<file path="config.mk">
export PLATFORM = sky130hd
export DESIGN_NAME = battery_gauge_averager_top
export DESIGN_NICKNAME = d
export VERILOG_FILES = /design/src/rtl/bga_pkg.sv /design/src/rtl/bga_front.sv /design/src/rtl/bga_fifo.sv /design/src/rtl/bga_back.sv /design/src/rtl/battery_gauge_averager_top.sv
export SDC_FILE = /design/constraint.sdc
export NUM_CORES = 1
export LEC_CHECK = 0
export BUFFER_PORTS_ARGS = -buffer_cell sky130_fd_sc_hd__clkbuf_2
export CORE_AREA = 10 10 207 209
export CTS_CLUSTER_DIAMETER = 40
export DETAILED_ROUTE_END_ITERATION = 8
export DIE_AREA = 0 0 217 219
export HOLD_SLACK_MARGIN = 0.03
export PLACE_DENSITY = 0.68
export SLEW_MARGIN = 15
export SYNTH_ARGS = -nofsm -noshare
export SYNTH_HDL_FRONTEND = slang
export SYNTH_SLANG_ARGS = --single-unit
</file>
<file path="constraint.sdc">
create_clock -name clk -period 6.8 [get_ports clk]
set_input_delay 0.68 -clock clk [delete_from_list [all_inputs] [get_ports clk]]
set_output_delay 0.68 -clock clk [all_outputs]
set_load 0.1 [all_outputs]
</file>
<file path="src/rtl/bga_pkg.sv">
`timescale 1ns / 1ps
`default_nettype none
// ----------------------------------------------------------------------------
// bga_pkg
// Shared widths, register indexes, charge codes and discharge curve for the
// battery gauge averager.
// ----------------------------------------------------------------------------
package bga_pkg;

	localparam int RAW_W  = 12;
	localparam int MV_W   = 14;
	localparam int PCT_W  = 7;
	localparam int THR_W  = 7;
	localparam int ST_W   = 2;
	localparam int LVL_W  = 3;
	localparam int PROD_W = RAW_W + MV_W;
	localparam int REM_W  = 14;

	localparam int SAMPLES_PER_READING = 8;
	localparam int CNT_W = (SAMPLES_PER_READING > 1) ? $clog2(SAMPLES_PER_READING) : 1;
	localparam int SUM_W = RAW_W + $clog2(SAMPLES_PER_READING);

	// ADC full-scale code, divisor of the millivolt conversion
	localparam int ADC_MAX = 4095;

	// config register indexes
	localparam int IDX_W = 1;
	localparam logic [IDX_W-1:0] REG_FULL_SCALE = 1'b0;
	localparam logic [IDX_W-1:0] REG_FULL_THR   = 1'b1;
	localparam logic [MV_W-1:0]  FULL_SCALE_RST = 14'd7800;
	localparam logic [THR_W-1:0] FULL_THR_RST   = 7'd99;

	// charge state codes
	localparam logic [ST_W-1:0] CS_DISCHARGING = 2'd0;
	localparam logic [ST_W-1:0] CS_CHARGING    = 2'd1;
	localparam logic [ST_W-1:0] CS_FULL        = 2'd2;

	// gauge icon levels
	localparam logic [LVL_W-1:0] LVL_CHARGING = 3'd0;
	localparam logic [LVL_W-1:0] LVL_LOW      = 3'd1;
	localparam logic [LVL_W-1:0] LVL_MID      = 3'd2;
	localparam logic [LVL_W-1:0] LVL_HIGH     = 3'd3;
	localparam logic [LVL_W-1:0] LVL_FULL     = 3'd4;
	localparam logic [PCT_W-1:0] PCT_LOW_LIM  = 7'd20;
	localparam logic [PCT_W-1:0] PCT_MID_LIM  = 7'd50;
	localparam logic [PCT_W-1:0] PCT_HIGH_LIM = 7'd80;

	// discharge curve, highest point first; every segment spans PCT_STEP
	localparam int CURVE_POINTS = 21;
	localparam int SEG_W        = $clog2(CURVE_POINTS);
	localparam int PCT_STEP     = 5;
	localparam int DIFF_W       = 8;
	localparam int DIFF5_W      = 10;
	localparam int OFF_W        = 3;

	localparam logic [MV_W-1:0] CURVE_MV [CURVE_POINTS] = '{
		14'd4200, 14'd4150, 14'd4100, 14'd4050, 14'd4000, 14'd3950, 14'd3900,
		14'd3850, 14'd3800, 14'd3750, 14'd3700, 14'd3650, 14'd3600, 14'd3550,
		14'd3500, 14'd3450, 14'd3400, 14'd3350, 14'd3300, 14'd3200, 14'd3000
	};
	localparam logic [PCT_W-1:0] CURVE_PCT [CURVE_POINTS] = '{
		7'd100, 7'd95, 7'd90, 7'd85, 7'd80, 7'd75, 7'd70,
		7'd65,  7'd60, 7'd55, 7'd50, 7'd45, 7'd40, 7'd35,
		7'd30,  7'd25, 7'd20, 7'd15, 7'd10, 7'd5,  7'd0
	};
	localparam logic [MV_W-1:0]  MV_TOP  = 14'd4200;
	localparam logic [MV_W-1:0]  MV_BOT  = 14'd3000;
	localparam logic [PCT_W-1:0] PCT_MAX = 7'd100;

	// averaged block handed from front to back
	typedef struct packed {
		logic [RAW_W-1:0] avg;
		logic             pin;
	} bga_reading_t;

	typedef struct packed {
		logic full;
		logic empty;
	} bga_qstat_t;

	typedef struct packed {
		logic [MV_W-1:0]  full_scale_mv;
		logic [THR_W-1:0] full_pct_threshold;
	} bga_cfg_t;

	typedef struct packed {
		logic [LVL_W-1:0] gauge_level;
		logic [ST_W-1:0]  charge_state;
		logic [PCT_W-1:0] charge_pct;
		logic [MV_W-1:0]  battery_mv;
	} bga_result_t;

endpackage
`default_nettype wire

</file>
<file path="src/rtl/bga_front.sv">
`timescale 1ns / 1ps
`default_nettype none
// ----------------------------------------------------------------------------
// bga_front
// Sums samples over a block and pushes the block average with the last
// charger pin level.
// ----------------------------------------------------------------------------
module bga_front (
	input  wire                       clk,
	input  wire                       arst_n,
	input  wire                       take,
	input  wire [bga_pkg::RAW_W-1:0]  raw_sample,
	input  wire                       charger_pin,
	output logic                      push,
	output bga_pkg::bga_reading_t     push_data
);

	logic [bga_pkg::SUM_W-1:0] sum_q;
	logic [bga_pkg::CNT_W-1:0] count_q;
	logic [bga_pkg::SUM_W-1:0] sum_next;
	logic                      last;

	assign sum_next = sum_q + bga_pkg::SUM_W'(raw_sample);
	assign last     = (count_q == bga_pkg::CNT_W'(bga_pkg::SAMPLES_PER_READING - 1));
	assign push     = take && last;

	always_comb begin
		push_data.avg = bga_pkg::RAW_W'(sum_next / bga_pkg::SAMPLES_PER_READING);
		push_data.pin = charger_pin;
	end

	always_ff @(posedge clk or negedge arst_n) begin
		if (!arst_n) begin
			sum_q   <= '0;
			count_q <= '0;
		end else if (take) begin
			if (last) begin
				sum_q   <= '0;
				count_q <= '0;
			end else begin
				sum_q   <= sum_next;
				count_q <= count_q + 1'b1;
			end
		end
	end

endmodule
`default_nettype wire

</file>
<file path="src/rtl/bga_fifo.sv">
`timescale 1ns / 1ps
`default_nettype none
// ----------------------------------------------------------------------------
// bga_fifo
// Two-entry queue of block readings between front and back.
// ----------------------------------------------------------------------------
module bga_fifo (
	input  wire                        clk,
	input  wire                        arst_n,
	input  wire                        push,
	input  wire bga_pkg::bga_reading_t push_data,
	input  wire                        pop,
	output bga_pkg::bga_reading_t      pop_data,
	output bga_pkg::bga_qstat_t        stat
);

	bga_pkg::bga_reading_t mem_q [2];
	logic       wr_ptr_q;
	logic       rd_ptr_q;
	logic [1:0] fill_q;
	logic       do_push;
	logic       do_pop;

	assign stat.full  = (fill_q == 2'd2);
	assign stat.empty = (fill_q == 2'd0);
	assign do_push    = push && !stat.full;
	assign do_pop     = pop && !stat.empty;
	assign pop_data   = mem_q[rd_ptr_q];

	always_ff @(posedge clk) begin
		if (do_push) begin
			mem_q[wr_ptr_q] <= push_data;
		end
	end

	always_ff @(posedge clk or negedge arst_n) begin
		if (!arst_n) begin
			wr_ptr_q <= 1'b0;
			rd_ptr_q <= 1'b0;
			fill_q   <= 2'd0;
		end else begin
			if (do_push) wr_ptr_q <= !wr_ptr_q;
			if (do_pop)  rd_ptr_q <= !rd_ptr_q;
			if (do_push && !do_pop)      fill_q <= fill_q + 2'd1;
			else if (do_pop && !do_push) fill_q <= fill_q - 2'd1;
		end
	end

endmodule
`default_nettype wire

</file>
<file path="src/rtl/bga_back.sv">
`timescale 1ns / 1ps
`default_nettype none
// ----------------------------------------------------------------------------
// bga_back
// Pipeline from block average to millivolts, percent, charge state and
// gauge level, ending in the output register.
// ----------------------------------------------------------------------------
module bga_back (
	input  wire                        clk,
	input  wire                        arst_n,
	input  wire bga_pkg::bga_cfg_t     cfg,
	input  wire                        in_valid,
	input  wire bga_pkg::bga_reading_t in_data,
	output logic                       in_pop,
	output logic                       out_valid,
	output bga_pkg::bga_result_t       out_data,
	input  wire                        out_ready
);

	logic adv;
	logic v_s1, v_s2, v_s3, v_s4, v_s5, v_s6, v_q;

	logic [bga_pkg::PROD_W-1:0] prod_s1, prod_s2;
	logic [bga_pkg::MV_W-1:0]   est_s2, est_s3;
	logic [bga_pkg::REM_W-1:0]  rem_s3;
	logic [bga_pkg::MV_W-1:0]   mv_s4, mv_s5, mv_s6;
	logic [bga_pkg::SEG_W-1:0]  seg_s5;
	logic                       top_s5, bot_s5;
	logic [bga_pkg::PCT_W-1:0]  pct_s6;
	logic pin_s1, pin_s2, pin_s3, pin_s4, pin_s5, pin_s6;
	bga_pkg::bga_result_t res_q;

	logic [bga_pkg::PROD_W-1:0] est_sum;
	logic [bga_pkg::PROD_W-1:0] rem_full;
	logic [bga_pkg::MV_W-1:0]   mv_c;
	logic [bga_pkg::SEG_W-1:0]  seg_c;
	logic [bga_pkg::PCT_W-1:0]  pct_c;
	logic [bga_pkg::MV_W-1:0]   lo_mv, width_mv;
	logic [bga_pkg::DIFF_W-1:0] diff, width;
	logic [bga_pkg::DIFF5_W-1:0] diff5;
	logic [bga_pkg::OFF_W-1:0]  off;
	logic [bga_pkg::ST_W-1:0]   state_c;
	logic [bga_pkg::LVL_W-1:0]  level_c;

	function automatic logic [bga_pkg::PROD_W-1:0] prod_s3_term(
		input logic [bga_pkg::PROD_W-1:0] p,
		input logic [bga_pkg::MV_W-1:0]   q
	);
		logic [bga_pkg::PROD_W-1:0] qx;
		qx = bga_pkg::PROD_W'(q);
		return p - (qx << 12) + qx;
	endfunction

	// whole pipeline moves together; a stalled output freezes every stage
	assign adv       = !v_q || out_ready;
	assign in_pop    = adv;
	assign out_valid = v_q;
	assign out_data  = res_q;

	// floor(p / 4095): estimate from the series p/4096 + p/4096^2 + p/4096^3,
	// which falls short by at most two; the remainder corrects it
	assign est_sum  = prod_s1 + (prod_s1 >> 12) + (prod_s1 >> 24);
	assign rem_full = prod_s3_term(prod_s2, est_s2);

	always_comb begin
		if (rem_s3 >= bga_pkg::REM_W'(2 * bga_pkg::ADC_MAX)) begin
			mv_c = est_s3 + bga_pkg::MV_W'(2);
		end else if (rem_s3 >= bga_pkg::REM_W'(bga_pkg::ADC_MAX)) begin
			mv_c = est_s3 + bga_pkg::MV_W'(1);
		end else begin
			mv_c = est_s3;
		end
	end

	// segment whose lower point is the first one at or below mv
	always_comb begin
		seg_c = '0;
		for (int i = bga_pkg::CURVE_POINTS - 2; i >= 0; i--) begin
			if (mv_s4 >= bga_pkg::CURVE_MV[i+1]) seg_c = bga_pkg::SEG_W'(i);
		end
	end

	// interpolation: count step boundaries passed inside the segment
	always_comb begin
		lo_mv    = bga_pkg::CURVE_MV[seg_s5 + bga_pkg::SEG_W'(1)];
		width_mv = bga_pkg::CURVE_MV[seg_s5] - lo_mv;
		width    = width_mv[bga_pkg::DIFF_W-1:0];
		diff     = bga_pkg::DIFF_W'(mv_s5 - lo_mv);
		diff5    = bga_pkg::DIFF5_W'(diff) * bga_pkg::DIFF5_W'(bga_pkg::PCT_STEP);
		off      = '0;
		for (int k = 1; k < bga_pkg::PCT_STEP; k++) begin
			if (diff5 >= bga_pkg::DIFF5_W'(k) * bga_pkg::DIFF5_W'(width)) off = off + 1'b1;
		end
		if (top_s5) begin
			pct_c = bga_pkg::PCT_MAX;
		end else if (bot_s5) begin
			pct_c = '0;
		end else begin
			pct_c = bga_pkg::CURVE_PCT[seg_s5 + bga_pkg::SEG_W'(1)] + bga_pkg::PCT_W'(off);
		end
	end

	always_comb begin
		if (pin_s6) begin
			state_c = bga_pkg::CS_DISCHARGING;
		end else if (pct_s6 >= cfg.full_pct_threshold) begin
			state_c = bga_pkg::CS_FULL;
		end else begin
			state_c = bga_pkg::CS_CHARGING;
		end
		if (!pin_s6)                             level_c = bga_pkg::LVL_CHARGING;
		else if (pct_s6 < bga_pkg::PCT_LOW_LIM)  level_c = bga_pkg::LVL_LOW;
		else if (pct_s6 < bga_pkg::PCT_MID_LIM)  level_c = bga_pkg::LVL_MID;
		else if (pct_s6 < bga_pkg::PCT_HIGH_LIM) level_c = bga_pkg::LVL_HIGH;
		else                                     level_c = bga_pkg::LVL_FULL;
	end

	always_ff @(posedge clk or negedge arst_n) begin
		if (!arst_n) begin
			v_s1 <= 1'b0;
			v_s2 <= 1'b0;
			v_s3 <= 1'b0;
			v_s4 <= 1'b0;
			v_s5 <= 1'b0;
			v_s6 <= 1'b0;
			v_q  <= 1'b0;
		end else if (adv) begin
			v_s1 <= in_valid;
			v_s2 <= v_s1;
			v_s3 <= v_s2;
			v_s4 <= v_s3;
			v_s5 <= v_s4;
			v_s6 <= v_s5;
			v_q  <= v_s6;
		end
	end

	always_ff @(posedge clk) begin
		if (adv) begin
			prod_s1 <= bga_pkg::PROD_W'(in_data.avg) * bga_pkg::PROD_W'(cfg.full_scale_mv);
			pin_s1  <= in_data.pin;
			prod_s2 <= prod_s1;
			pin_s2  <= pin_s1;
			est_s2  <= est_sum[bga_pkg::PROD_W-1:12];
			est_s3  <= est_s2;
			rem_s3  <= rem_full[bga_pkg::REM_W-1:0];
			pin_s3  <= pin_s2;
			mv_s4   <= mv_c;
			pin_s4  <= pin_s3;
			mv_s5   <= mv_s4;
			seg_s5  <= seg_c;
			top_s5  <= (mv_s4 >= bga_pkg::MV_TOP);
			bot_s5  <= (mv_s4 <= bga_pkg::MV_BOT);
			pin_s5  <= pin_s4;
			mv_s6   <= mv_s5;
			pct_s6  <= pct_c;
			pin_s6  <= pin_s5;
			res_q.battery_mv   <= mv_s6;
			res_q.charge_pct   <= pct_s6;
			res_q.charge_state <= state_c;
			res_q.gauge_level  <= level_c;
		end
	end

endmodule
`default_nettype wire

</file>
<file path="src/rtl/battery_gauge_averager_top.sv">
`timescale 1ns / 1ps
`default_nettype none
// ----------------------------------------------------------------------------
// battery_gauge_averager_top
// Averages ADC battery samples per block and reports millivolts, state of
// charge, charge state and gauge level.
// ----------------------------------------------------------------------------
// Use:
//   s_* carries one ADC sample per item with the charger pin level. Every
//   eighth item closes a block and yields one result item on m_*; the other
//   items yield nothing.
//   Path: the result of a block passes from the edge that takes its last
//   sample through queue, multiply, two divide steps, correction, segment
//   search, interpolation and the output register.
//   Throughput: one item per cycle while s_tready is high; the front only
//   accumulates, the back pipeline one block reading per cycle unless stalled.
//   Stall: a held m_tready freezes the back pipeline; the two-entry queue
//   absorbs block readings, and s_tready drops only when it is full.
//   Reset: sample sum and count clear, queue and pipeline empty, registers
//   return to 7800 mV full scale and a 99 % full threshold.
//   Config: cfg_we writes register cfg_index (0 full scale mV, 1 full
//   threshold %) from cfg_data; write only while the block is idle.
// ----------------------------------------------------------------------------
module battery_gauge_averager_top (
	input  wire                      clk,
	input  wire                      arst_n,
	// sample in
	input  wire                      s_tvalid,
	output logic                     s_tready,
	input  wire [15:0]               s_tdata,   // raw_sample[11:0], charger_pin[12], zero
	// result out
	output logic                     m_tvalid,
	input  wire                      m_tready,
	output logic [31:0]              m_tdata,   // battery_mv[13:0], charge_pct[20:14],
	                                            // charge_state[22:21], gauge_level[25:23]
	// configuration
	input  wire                      cfg_we,
	input  wire [bga_pkg::IDX_W-1:0] cfg_index,
	input  wire [bga_pkg::MV_W-1:0]  cfg_data
);

	logic [bga_pkg::MV_W-1:0]  full_scale_q;
	logic [bga_pkg::THR_W-1:0] full_thr_q;
	bga_pkg::bga_cfg_t         cfg;

	logic                      take;
	logic                      push;
	bga_pkg::bga_reading_t     push_data;
	bga_pkg::bga_reading_t     pop_data;
	bga_pkg::bga_qstat_t       qstat;
	logic                      pop;
	bga_pkg::bga_result_t      result;

	// configuration registers
	always_ff @(posedge clk or negedge arst_n) begin
		if (!arst_n) begin
			full_scale_q <= bga_pkg::FULL_SCALE_RST;
			full_thr_q   <= bga_pkg::FULL_THR_RST;
		end else if (cfg_we) begin
			case (cfg_index)
				bga_pkg::REG_FULL_SCALE: full_scale_q <= cfg_data;
				bga_pkg::REG_FULL_THR:   full_thr_q   <= cfg_data[bga_pkg::THR_W-1:0];
				default: ;
			endcase
		end
	end

	assign cfg.full_scale_mv      = full_scale_q;
	assign cfg.full_pct_threshold = full_thr_q;

	// input is held off only while the queue is full
	assign s_tready = !qstat.full;
	assign take     = s_tvalid && s_tready;

	bga_front u_front (
		.clk         (clk),
		.arst_n      (arst_n),
		.take        (take),
		.raw_sample  (s_tdata[bga_pkg::RAW_W-1:0]),
		.charger_pin (s_tdata[bga_pkg::RAW_W]),
		.push        (push),
		.push_data   (push_data)
	);

	bga_fifo u_fifo (
		.clk       (clk),
		.arst_n    (arst_n),
		.push      (push),
		.push_data (push_data),
		.pop       (pop),
		.pop_data  (pop_data),
		.stat      (qstat)
	);

	bga_back u_back (
		.clk       (clk),
		.arst_n    (arst_n),
		.cfg       (cfg),
		.in_valid  (!qstat.empty),
		.in_data   (pop_data),
		.in_pop    (pop),
		.out_valid (m_tvalid),
		.out_data  (result),
		.out_ready (m_tready)
	);

	assign m_tdata = {6'd0, result};

	// a discharging result always carries a non-zero gauge level, others zero
	a_level_vs_state: assert property (@(posedge clk) disable iff (!arst_n)
		m_tvalid |-> ((result.charge_state == bga_pkg::CS_DISCHARGING) ==
		              (result.gauge_level != bga_pkg::LVL_CHARGING)))
		else $error("gauge level disagrees with charge state");

	// percent never exceeds 100
	a_pct_range: assert property (@(posedge clk) disable iff (!arst_n)
		m_tvalid |-> (result.charge_pct <= bga_pkg::PCT_MAX))
		else $error("charge percent out of range");

	// full is reported only at or above the threshold
	a_full_thr: assert property (@(posedge clk) disable iff (!arst_n)
		(m_tvalid && (result.charge_state == bga_pkg::CS_FULL)) |->
		(result.charge_pct >= full_thr_q))
		else $error("full reported below threshold");

	// the queue never takes a reading while full: the front is held off first
	a_no_overflow: assert property (@(posedge clk) disable iff (!arst_n)
		qstat.full |-> !push)
		else $error("block reading pushed into a full queue");

endmodule
`default_nettype wire

</file>
---- Word level (Yosys, flattened, before mapping) ----
Memory sizes are Yosys's and may differ from the RTL's.
Cells that the tools add are included.
operators by class
  bitwise gates (word level) .............. 4
  reductions and logical operators ........ 25
  magnitude comparators ................... 34
  $mul .................................... 3
  muxes and demuxes ....................... 42
  add/sub/neg operators ................... 17
  equal/unequal tests ..................... 2
operator list
  kind                                                                                    count
  14-bit by 12-bit greater-or-equal comparator with 1-bit output (second input constant)  19
  14-bit by 13-bit greater-or-equal comparator with 1-bit output (second input constant)  4
  4-bit two-way mux                                                                       8
  8-bit two-way mux                                                                       4
  14-bit two-way mux                                                                      2
  3-bit two-way mux                                                                       9
  26-bit by 14-bit adder with 26-bit output                                               1
  26-bit by 2-bit adder with 26-bit output                                                1
  12-bit by 14-bit multiplier with 26-bit output                                          1
  7-bit two-way mux                                                                       3
  10-bit greater-or-equal comparator                                                      2
  5-bit two-way mux                                                                       4
  16-bit OR reduction                                                                     1
  8-bit subtractor                                                                        2
  15-bit by 12-bit adder with 15-bit output                                               1
  15-bit two-way mux                                                                      1
  14-bit by 1-bit adder with 14-bit output (second input constant)                        1
  14-bit adder                                                                            1
  14-bit by 2-bit adder with 14-bit output (second input constant)                        1
  14-bit by 12-bit less-or-equal comparator with 1-bit output (second input constant)     1
  14-bit subtractor                                                                       1
  6-bit greater-or-equal comparator (second input constant)                               2
  2-bit two-way mux                                                                       6
  5-bit NOT with 6-bit output                                                             2
  other kinds (28)                                                                        49
word-level totals
  logic and storage cells ................. 174
  input port bits ......................... 36
  bits in writable memories ............... 26
  register bits ........................... 220
  bits in read-only memories .............. 1120
  memories ................................ 4
memories
  memory           depth  bits a word  rd ports  clocked after memory_dff  wr ports  line            source
  (no name shown)  32     14           1         0                         0         bga_back.sv:86  width_mv = bga_pkg::CURVE_MV[seg_s5] - lo_mv;
  (no name shown)  32     14           1         0                         0         bga_back.sv:85  lo_mv = bga_pkg::CURVE_MV[seg_s5 + bga_pkg::SEG_W'(1)];
  (no name shown)  32     7            1         0                         0         bga_back.sv:99  pct_c = bga_pkg::CURVE_PCT[seg_s5 + bga_pkg::SEG_W'(1)] + bga_pkg::PCT_W'(off);
  u_fifo.mem_q     2      13           1         0                         1         bga_fifo.sv:17  bga_pkg::bga_reading_t mem_q [2];

---- Longest topological paths before layout ----
Gate-level depths: netlist of run 1.
  depth in word-level cells ............... 20
  depth in mapped cells ................... 35
  depth with buffers taken out ............ 34

---- Modules after synthesis ----
From an unflattened synthesis of run 1, not the netlist that was laid out.
unflattened totals
  cell total of the unflattened synthesis .. 1842
  area total of the unflattened synthesis .. 19595.0 um2
by module, submodules not included
  module                      seq. area each (um2)  cells an instance  area an instance (um2)  instances
  bga_back                    5280.1                1574               16031.6                 1
  bga_front                   450.4                 153                1485.2                  1
  bga_fifo                    880.8                 59                 1168.6                  1
  battery_gauge_averager_top  540.5                 56                 909.6                   1

---- Worst setup path before layout of run 1 ----
OpenSTA, ideal clock, no wires.
  path kind ............................... reg2reg
  start ................................... register u_back.v_q (netlist: u_back.out_valid)
  end ..................................... register u_fifo.fill_q[1]
  slack ................................... -1113 ps
  arrival ................................. 7834 ps
  cell stages (with the launch flop) ...... 8
  buffers on the path ..................... 1
  setup time .............................. 79 ps
  cell sequence ........................... dfrtp_1 -> nand2b_1 -> clkbuf_1 -> o21ai_0 -> ha_1 -> xor2_1 -> nor2_1 -> xor2_1
between the ends
  longest elaborated chain between the ends .. 6
  elaborated cells between the ends (all ways) .. 8
  classes of those cells .................. 1 x mux; 7 x reduce/logical
RTL lines
  what                                                     line                              source
  start: declaration                                       bga_back.sv:21                    logic v_s1, v_s2, v_s3, v_s4, v_s5, v_s6, v_q;
  start signal: assignment                                 bga_back.sv:134                   v_q <= v_s6;
  1-bit logical NOT (*)                                    bga_back.sv:55                    assign adv = !v_q || out_ready;
  1-bit logical OR (*)                                     bga_back.sv:55
  via pop                                                  battery_gauge_averager_top.sv:51  logic pop;
  1-bit logical AND (*)                                    bga_fifo.sv:27                    assign do_pop = pop && !stat.empty;
  1-bit logical NOT                                        bga_fifo.sv:44                    if (do_push && !do_pop) fill_q <= fill_q + 2'd1;
  1-bit logical AND                                        bga_fifo.sv:44
  2-bit two-way mux or 2-bit nonzero test (tied branches)  --
  end signal: assignment                                   bga_fifo.sv:44
  end signal: assignment                                   bga_fifo.sv:45                    else if (do_pop && !do_push) fill_q <= fill_q - 2'd1;
  end: declaration                                         bga_fifo.sv:20                    logic [1:0] fill_q;
Mark *: on every way through the listed nets, which the timed path passes. The rest lies on a longest branch.
A chain may end at the register's enable or synchronous reset.

---- Final worst setup path of run 1 ----
  start ................................... register u_back.seg_s5[1] (netlist bit)
  end ..................................... register u_back.pct_s6[6] (netlist bit), data pin
between the ends
  longest elaborated chain between the ends .. 17
  elaborated cells between the ends (all ways) .. 29
  classes of those cells .................. 7 x add/sub; 2 x mul; 4 x order compare; 11 x mux; 2 x bitwise; 3 x memory
RTL lines
  what                                                           line                            source
  start: declaration                                             bga_back.sv:27                  logic [bga_pkg::SEG_W-1:0] seg_s5;
  start signal: assignment                                       bga_back.sv:151                 seg_s5 <= seg_c;
  5-bit by 1-bit adder with 5-bit output                         bga_back.sv:85, bga_back.sv:99
  5-bit NOT with 6-bit output (implied by the code)              bga_back.sv:85, bga_back.sv:99
  memory 32 x 14 bit                                             --
  8-bit two-way mux (implied by the code) (2 in a row)           bga_back.sv:85
  8-bit subtractor                                               bga_back.sv:88                  diff = bga_pkg::DIFF_W'(mv_s5 - lo_mv);
  8-bit by 3-bit multiplier with 10-bit output                   bga_back.sv:89                  diff5 = bga_pkg::DIFF5_W'(diff) * bga_pkg::DIFF5_W'(bga_pkg::PCT_STEP);
  10-bit by 8-bit greater-or-equal comparator with 1-bit output  bga_back.sv:92                  if (diff5 >= bga_pkg::DIFF5_W'(k) * bga_pkg::DIFF5_W'(width)) off = off + 1'b1;
  1-bit two-way mux                                              bga_back.sv:92
  1-bit by 1-bit adder with 2-bit output                         bga_back.sv:92
  3-bit two-way mux                                              bga_back.sv:92
  3-bit by 1-bit adder with 3-bit output                         bga_back.sv:92
  3-bit two-way mux                                              bga_back.sv:92
  3-bit by 1-bit adder with 3-bit output                         bga_back.sv:92
  3-bit two-way mux                                              bga_back.sv:92
  7-bit by 3-bit adder with 7-bit output (*)                     bga_back.sv:99
  7-bit two-way mux (*)                                          bga_back.sv:96                  end else if (bot_s5) begin
  end signal: assignment                                         bga_back.sv:156                 pct_s6 <= pct_c;
  end: declaration                                               bga_back.sv:29                  logic [bga_pkg::PCT_W-1:0] pct_s6;
Mark *: on every way between the ends. The rest lies on a longest branch, timed or not. The select of a mux whose other input is x is not followed.

==> flow_metrics.py, run 1 <==
metrics = {
    "sta": {
        "setup_viol": 0,
        "period_share_pct": 96.76,
        "fmax_mhz": 152.0,
        "period_minus_slack_ns": 6.580,
        "worst_clock_skew_ns": 0.02308,
        "final-max-slew-violation-count": 0,
        "hold_violations": 0,
        "relSlewSlack_pct": 25.62,
        "worst_pin_slew_ns": 1.112,
    },
    "synthesis": {
        "netlist.area_leader.share_pct": 30.87,
        "syn_area_um2": 19070,
        "ys_types": 75,
        "yosysWarnings": 0,
        "syn_area_per_cell_um2": 10.67,
        "synth_ff_type": "edfxtp_1",
        "synthArstFlopShare_pct": 20.33,
        "ys_top_cells_by_area": "edfxtp_1 31%, ha_1 14%, fa_1 13%",
        "synth_seq_cells": 246,
        "synthCells": 1787,
        "synth_top_cell_by_area": "edfxtp_1",
        "yosysSeqAreaShare_pct": 37.51,
        "synth-edff-count": 196,
    },
    "hold_path": {
        "hp-class": "in2async",
    },
    "critical_path": {
        "path_depth": 30,
        "startpoint": "u_back.seg_s5[1]$_SDFFCE_PP0P_",
        "required_ns": 7.06,
        "reg2reg_to": "u_back.pct_s6[6]$_SDFFCE_PP1P_",
        "cp.arrival_ns": 6.84,
        "cp-end-kind": "flip-flop",
        "path_delay_family": "adder cells",
        "startpoint_type": "flip-flop",
        "criticalPathCategory": "reg2reg",
        "cp_max_fo": 5,
        "r2r_slack_ns": 0.22,
        "crit_buf_inv": 3,
        "path_common_cell": "ha_1",
        "r2r_start": "u_back.seg_s5[1]$_SDFFCE_PP0P_",
        "cp_slowest_cell": "fa_2",
        "ff2ff_path_depth": 30,
        "slowest_delay_ns": 0.63,
    },
    "layout": {
        "layout_common_cells": "232 x inv_1, 196 x edfxtp_1, 195 x ha_1",
        "diodes": 0,
        "fin_util_pct": 56.53,
        "syn2layout_area_growth_pct": 14.33,
        "nNetsFinal": 2257,
        "final_common_cell": "inv_1",
        "drive_gt1_share_pct": 15.85,
    },
    "place": {
        "hpwl_um": 28980,
        "numPortBuffers": 60,
        "gp_congestion": 0.8517,
    },
    "floorplanning": {
        "row_count": 72,
        "core_um2": 38560,
        "die_x_um": 217,
        "start_util_pct": 49.45,
        "pin_count": 70,
        "die_h_um": 219,
        "die_area_um2": 47520,
    },
    "cts": {
        "cts_tree": "yes",
        "insertion_delay_ns": 0.53,
        "cts-root-buf": "clkbuf_16",
        "numCtsBuffers": 36,
        "clk_path_buf_depth": 3,
        "cts_hold_buf": 0,
        "clk_pin_slew_ns": 0.06,
        "clock_sinks": 246,
        "cts_max_level": 2,
    },
    "global_route": {
        "track_usage_pct": 16.11,
        "grt_max_degree": 89,
        "antenna_found_initial": 0,
        "overflow": 0,
        "grt_first_pass_wirelength_um": 64340,
        "grt_pass1_vias": 13480,
    },
    "route": {
        "wl_um": 39000,
        "wire_per_inst_um": 16.05,
        "vias": 12960,
        "route.detailed.drc": 0,
        "drt_pass1_iterations": 6,
        "first_iter_violations": 611,
        "viasPerCell": 5.333,
        "ant_nets": 0,
    },
    "outcome": {
        "status": "finished, final reports clean",
    },
    "flow_run": {
        "drv_cap": 0,
    },
}
[metal layers]
layer | GRT usage (%) | part of all wire, % | vias up
met3 | 2.724 | 4.1 | 77
met5 | 0 | 0 | -
li1 | - | - | 6283
met1 | 19.58 | 42 | 6341
met2 | 28.57 | 51 | 257
met4 | 5.197 | 2.8 | 0
[timing repair]
action / in CTS / in global routing
endpoints found under the setup margin: 4 / 6
pin swaps: 1 / 23
setup buffers: 0 / 13
gates resized for setup: 9 / 64
[state kept, by name, summed over array words and instances (netlist names), 2 cells and up]
| name | cells |
|---|---|
| u_back.est_s3 | 14 |
| u_back.pct_s6 | 7 |
| u_back.mv_s6 | 14 |
| full_scale_q | 14 |
| u_back.out_data | 26 |
| u_back.rem_s3 | 14 |
| u_back.prod_s1 | 26 |
| u_front.sum_q | 15 |
| full_thr_q | 7 |
| u_fifo.mem_q | 26 |
| u_back.mv_s4 | 14 |
| u_back.seg_s5 | 5 |
| u_back.est_s2 | 14 |
| u_front.count_q | 3 |
| u_fifo.fill_q | 2 |
| u_back.prod_s2 | 14 |
| u_back.mv_s5 | 14 |
[Yosys cell counts (15+ instances only)]
cell and instances:
a21o_1 27, a21oi_1 82, a31oi_1 15, and2_1 27, clkbuf_1 51, dfrtp_1 38
edfxtp_1 196, fa_1 128, ha_1 207, inv_1 232, mux2_2 39, nand2_1 168
nand2b_1 27, nand3_1 27, nor2_1 87, nor2b_1 50, nor3_1 26, o21ai_0 60
xnor2_1 71, xor2_1 35
[per-stage QoR]
step	hold slack, ns	cell area [µm²]	cells	setup TNS (ns)	setup slack [ns]
global route	0.3018	21800	2430	-0.3629	-0.1169
finish	0.2705	21800	2430	0	0.2205
floorplan	0.3844	19090	1792	0	0.02722
CTS	0.2710	21370	2417	0	0.01906
detailed placement	0.4052	20110	2353	-0.2177	-0.1132
global placement	0.4013	20110	2353	0	0.04916
[logic make-up (layout without fill, tap and decap cells)]
group / Yosys count / count (layout) / share of synthesized area [%]
other cells: 1 / 6 / 0.01967
flops: 246 / 246 / 37.51
fa+ha+maj: 336 / 336 / 27.08
mux: 48 / 48 / 2.796
xor+xnor: 109 / 109 / 5.125
simple gates: 464 / 464 / 11.72
buf+inv: 296 / 416 / 6.057
compound gates: 287 / 287 / 9.686
[how the worst max path moves through the flow]
stage                                                 to  slack [ns]
after floorplan           u_back.pct_s6[6]$_SDFFCE_PP1P_        0.03
after global placement    u_back.pct_s6[6]$_SDFFCE_PP1P_        0.05
after detailed placement  u_back.pct_s6[6]$_SDFFCE_PP1P_       -0.11
after CTS                 u_back.pct_s6[6]$_SDFFCE_PP1P_        0.02
after global routing      u_back.pct_s6[5]$_SDFFCE_PP1P_       -0.12
final                     u_back.pct_s6[6]$_SDFFCE_PP1P_        0.22
[layout make-up]
class / count / area, µm²
clock buffer: 40 / 937.1
clock inverter: 24 / 279.0
multi-input combinational: 1250 / 11140
timing repair buffer: 119 / 765.7
tap: 518 / 648.1
inverter: 233 / 874.6
sequential: 246 / 7152
fill: 3320 / 16760
Power of run 1 is not shown: default switching activity piles up to over one toggle a cycle in this logic, so the estimate is an artifact.
==> run 2, diff against run 1 <==
CORE_AREA = 2 2 199 201   (was 10 10 207 209)
DIE_AREA = 0 0 201 203   (was 0 0 217 219)
==> flow_metrics.py, run 2 (same netlist as run 1, synthesis figures left out) <==
metrics = {
    "outcome": {
        "status": "finished, final reports clean",
    },
    "cts": {
        "cts_hold_buf": 0,
        "clock_sinks": 246,
        "clk_pin_slew_ns": 0.06,
        "cts_tree": "yes",
        "insertion_delay_ns": 0.54,
        "numCtsBuffers": 41,
        "cts-root-buf": "clkbuf_16",
        "clk_path_buf_depth": 3,
        "cts_max_level": 2,
    },
    "critical_path": {
        "cp-end-kind": "flip-flop",
        "startpoint_type": "flip-flop",
        "cp_slowest_cell": "fa_2",
        "slowest_delay_ns": 0.41,
        "path_common_cell": "ha_1",
        "cp_max_fo": 5,
        "criticalPathCategory": "reg2reg",
        "cp.arrival_ns": 6.89,
        "required_ns": 7.08,
    },
    "global_route": {
        "track_usage_pct": 18.67,
        "antenna_found_initial": 0,
        "grt_max_degree": 79,
        "grt_pass1_vias": 13120,
        "grt_first_pass_wirelength_um": 62800,
        "overflow": 0,
    },
    "sta": {
        "relSlewSlack_pct": 35.15,
        "final-max-slew-violation-count": 0,
        "worst_clock_skew_ns": 0.009497,
        "hold_violations": 0,
        "worst_pin_slew_ns": 0.9728,
        "worst_hold_slack_ns": 0.2457,
        "setup_tns_ns": 0,
        "rsz0062_at_grt": "true",
        "period_minus_slack_ns": 6.610,
        "period_share_pct": 97.21,
        "setup_viol": 0,
        "fmax_mhz": 151.3,
    },
    "floorplanning": {
        "die_h_um": 203,
        "row_count": 72,
        "die_x_um": 201,
        "pin_count": 70,
        "die_area_um2": 40800,
        "start_util_pct": 49.56,
        "core_um2": 38470,
    },
    "layout": {
        "drive_gt1_share_pct": 16.82,
        "fin_cells": 2438,
        "diodes": 0,
        "syn2layout_area_growth_pct": 15.39,
        "final_common_cell": "inv_1",
        "seq_area_um2": 7153,
        "n_fill_cell": 3243,
        "layout_common_cells": "227 x inv_1, 196 x edfxtp_1, 191 x ha_1",
        "nNetsFinal": 2258,
        "multi_input_area_um2": 11150,
    },
    "route": {
        "ant_nets": 0,
        "wire_per_inst_um": 15.71,
        "wl_um": 38310,
        "first_iter_violations": 642,
        "viasPerCell": 5.329,
        "route.detailed.drc": 0,
        "drt_pass1_iterations": 5,
        "vias": 12990,
    },
    "place": {
        "dp.cells": 2347,
        "hpwl_um": 28370,
        "numPortBuffers": 60,
        "gp_congestion": 0.8562,
    },
    "hold_path": {
        "hp-class": "in2async",
    },
    "flow_run": {
        "drv_cap": 0,
    },
}
==> run 2: final timing paths <==
check | startpoint | endpoint | slack, ns | cells after the start
max | u_back.seg_s5[1]$_SDFFCE_PP0P_ | u_back.pct_s6[6]$_SDFFCE_PP1P_ | 0.19 | 31
min | arst_n | u_front.sum_q[9]$_DFFE_PN0P_ | 0.25 | 2
max reg2reg | u_back.seg_s5[1]$_SDFFCE_PP0P_ | u_back.pct_s6[6]$_SDFFCE_PP1P_ | 0.19 | 31
min reg2reg | u_back.mv_s6[4]$_DFFE_PP_ | u_back.out_data[4]$_DFFE_PP_ | 0.42 | 0
max in group asynchronous | arst_n | u_fifo.rd_ptr_q$_DFFE_PN0P_ | 6.10 | 2
min in group clk | s_tdata[12] | u_fifo.mem_q[0][0]$_DFFE_PP_ | 0.34 | 1
==> run 2: worst max-delay path: cells and delay by family, from the launching register on <==
family	cells	cell delay, ns
buffers and inverters	4	0.58
muxes	2	0.52
adders and majority gates	7	2.02
and+or+nand+nor	4	0.58
DFF	1	0.39
xor gates and xnor gates	4	0.77
AOI/OAI and AO/OA	10	1.50
==> run 2: per-stage QoR <==
step	worst slack (ns)	instance area, µm²	util, %
final	0.1896	22000	57.19
after floorplan	0.02722	19090	-
after detailed placement	-0.1253	20060	52.15
after global routing	-0.1205	22000	57.19
after CTS	0.01874	21580	56.10
after global placement	0.09002	20060	52.15
==> run 2: what timing repair did <==
item | CTS | global route
resized for setup | 13 | 67
endpoints found under the setup margin | 4 | 7
pin swaps | 3 | 29
hold endpoints to repair | 0 | 0
buffers inserted | 3 | 12
==> run 2: cell type report <==
| type | instances | share of cell area, % |
|---|---|---|
| multi-input cells | 1250 | 50.70 |
| flip-flops and latches | 246 | 32.51 |
| clock buffers | 50 | 5.295 |
| inverters | 233 | 3.975 |
| repair buffers | 115 | 3.327 |
| well taps | 518 | 2.946 |
| clock inverters | 26 | 1.246 |
==> run 2: layer usage <==
metal / vias to the layer above / GRT usage [%] / part of all wire [%]
li1: 6288 / - / -
met1: 6366 / 23.62 / 43
met2: 260 / 32.66 / 50
met3: 79 / 2.729 / 3.7
met4: 0 / 6.720 / 2.8
met5: - / 0 / 0
Power of run 2 is left out for the same reason.
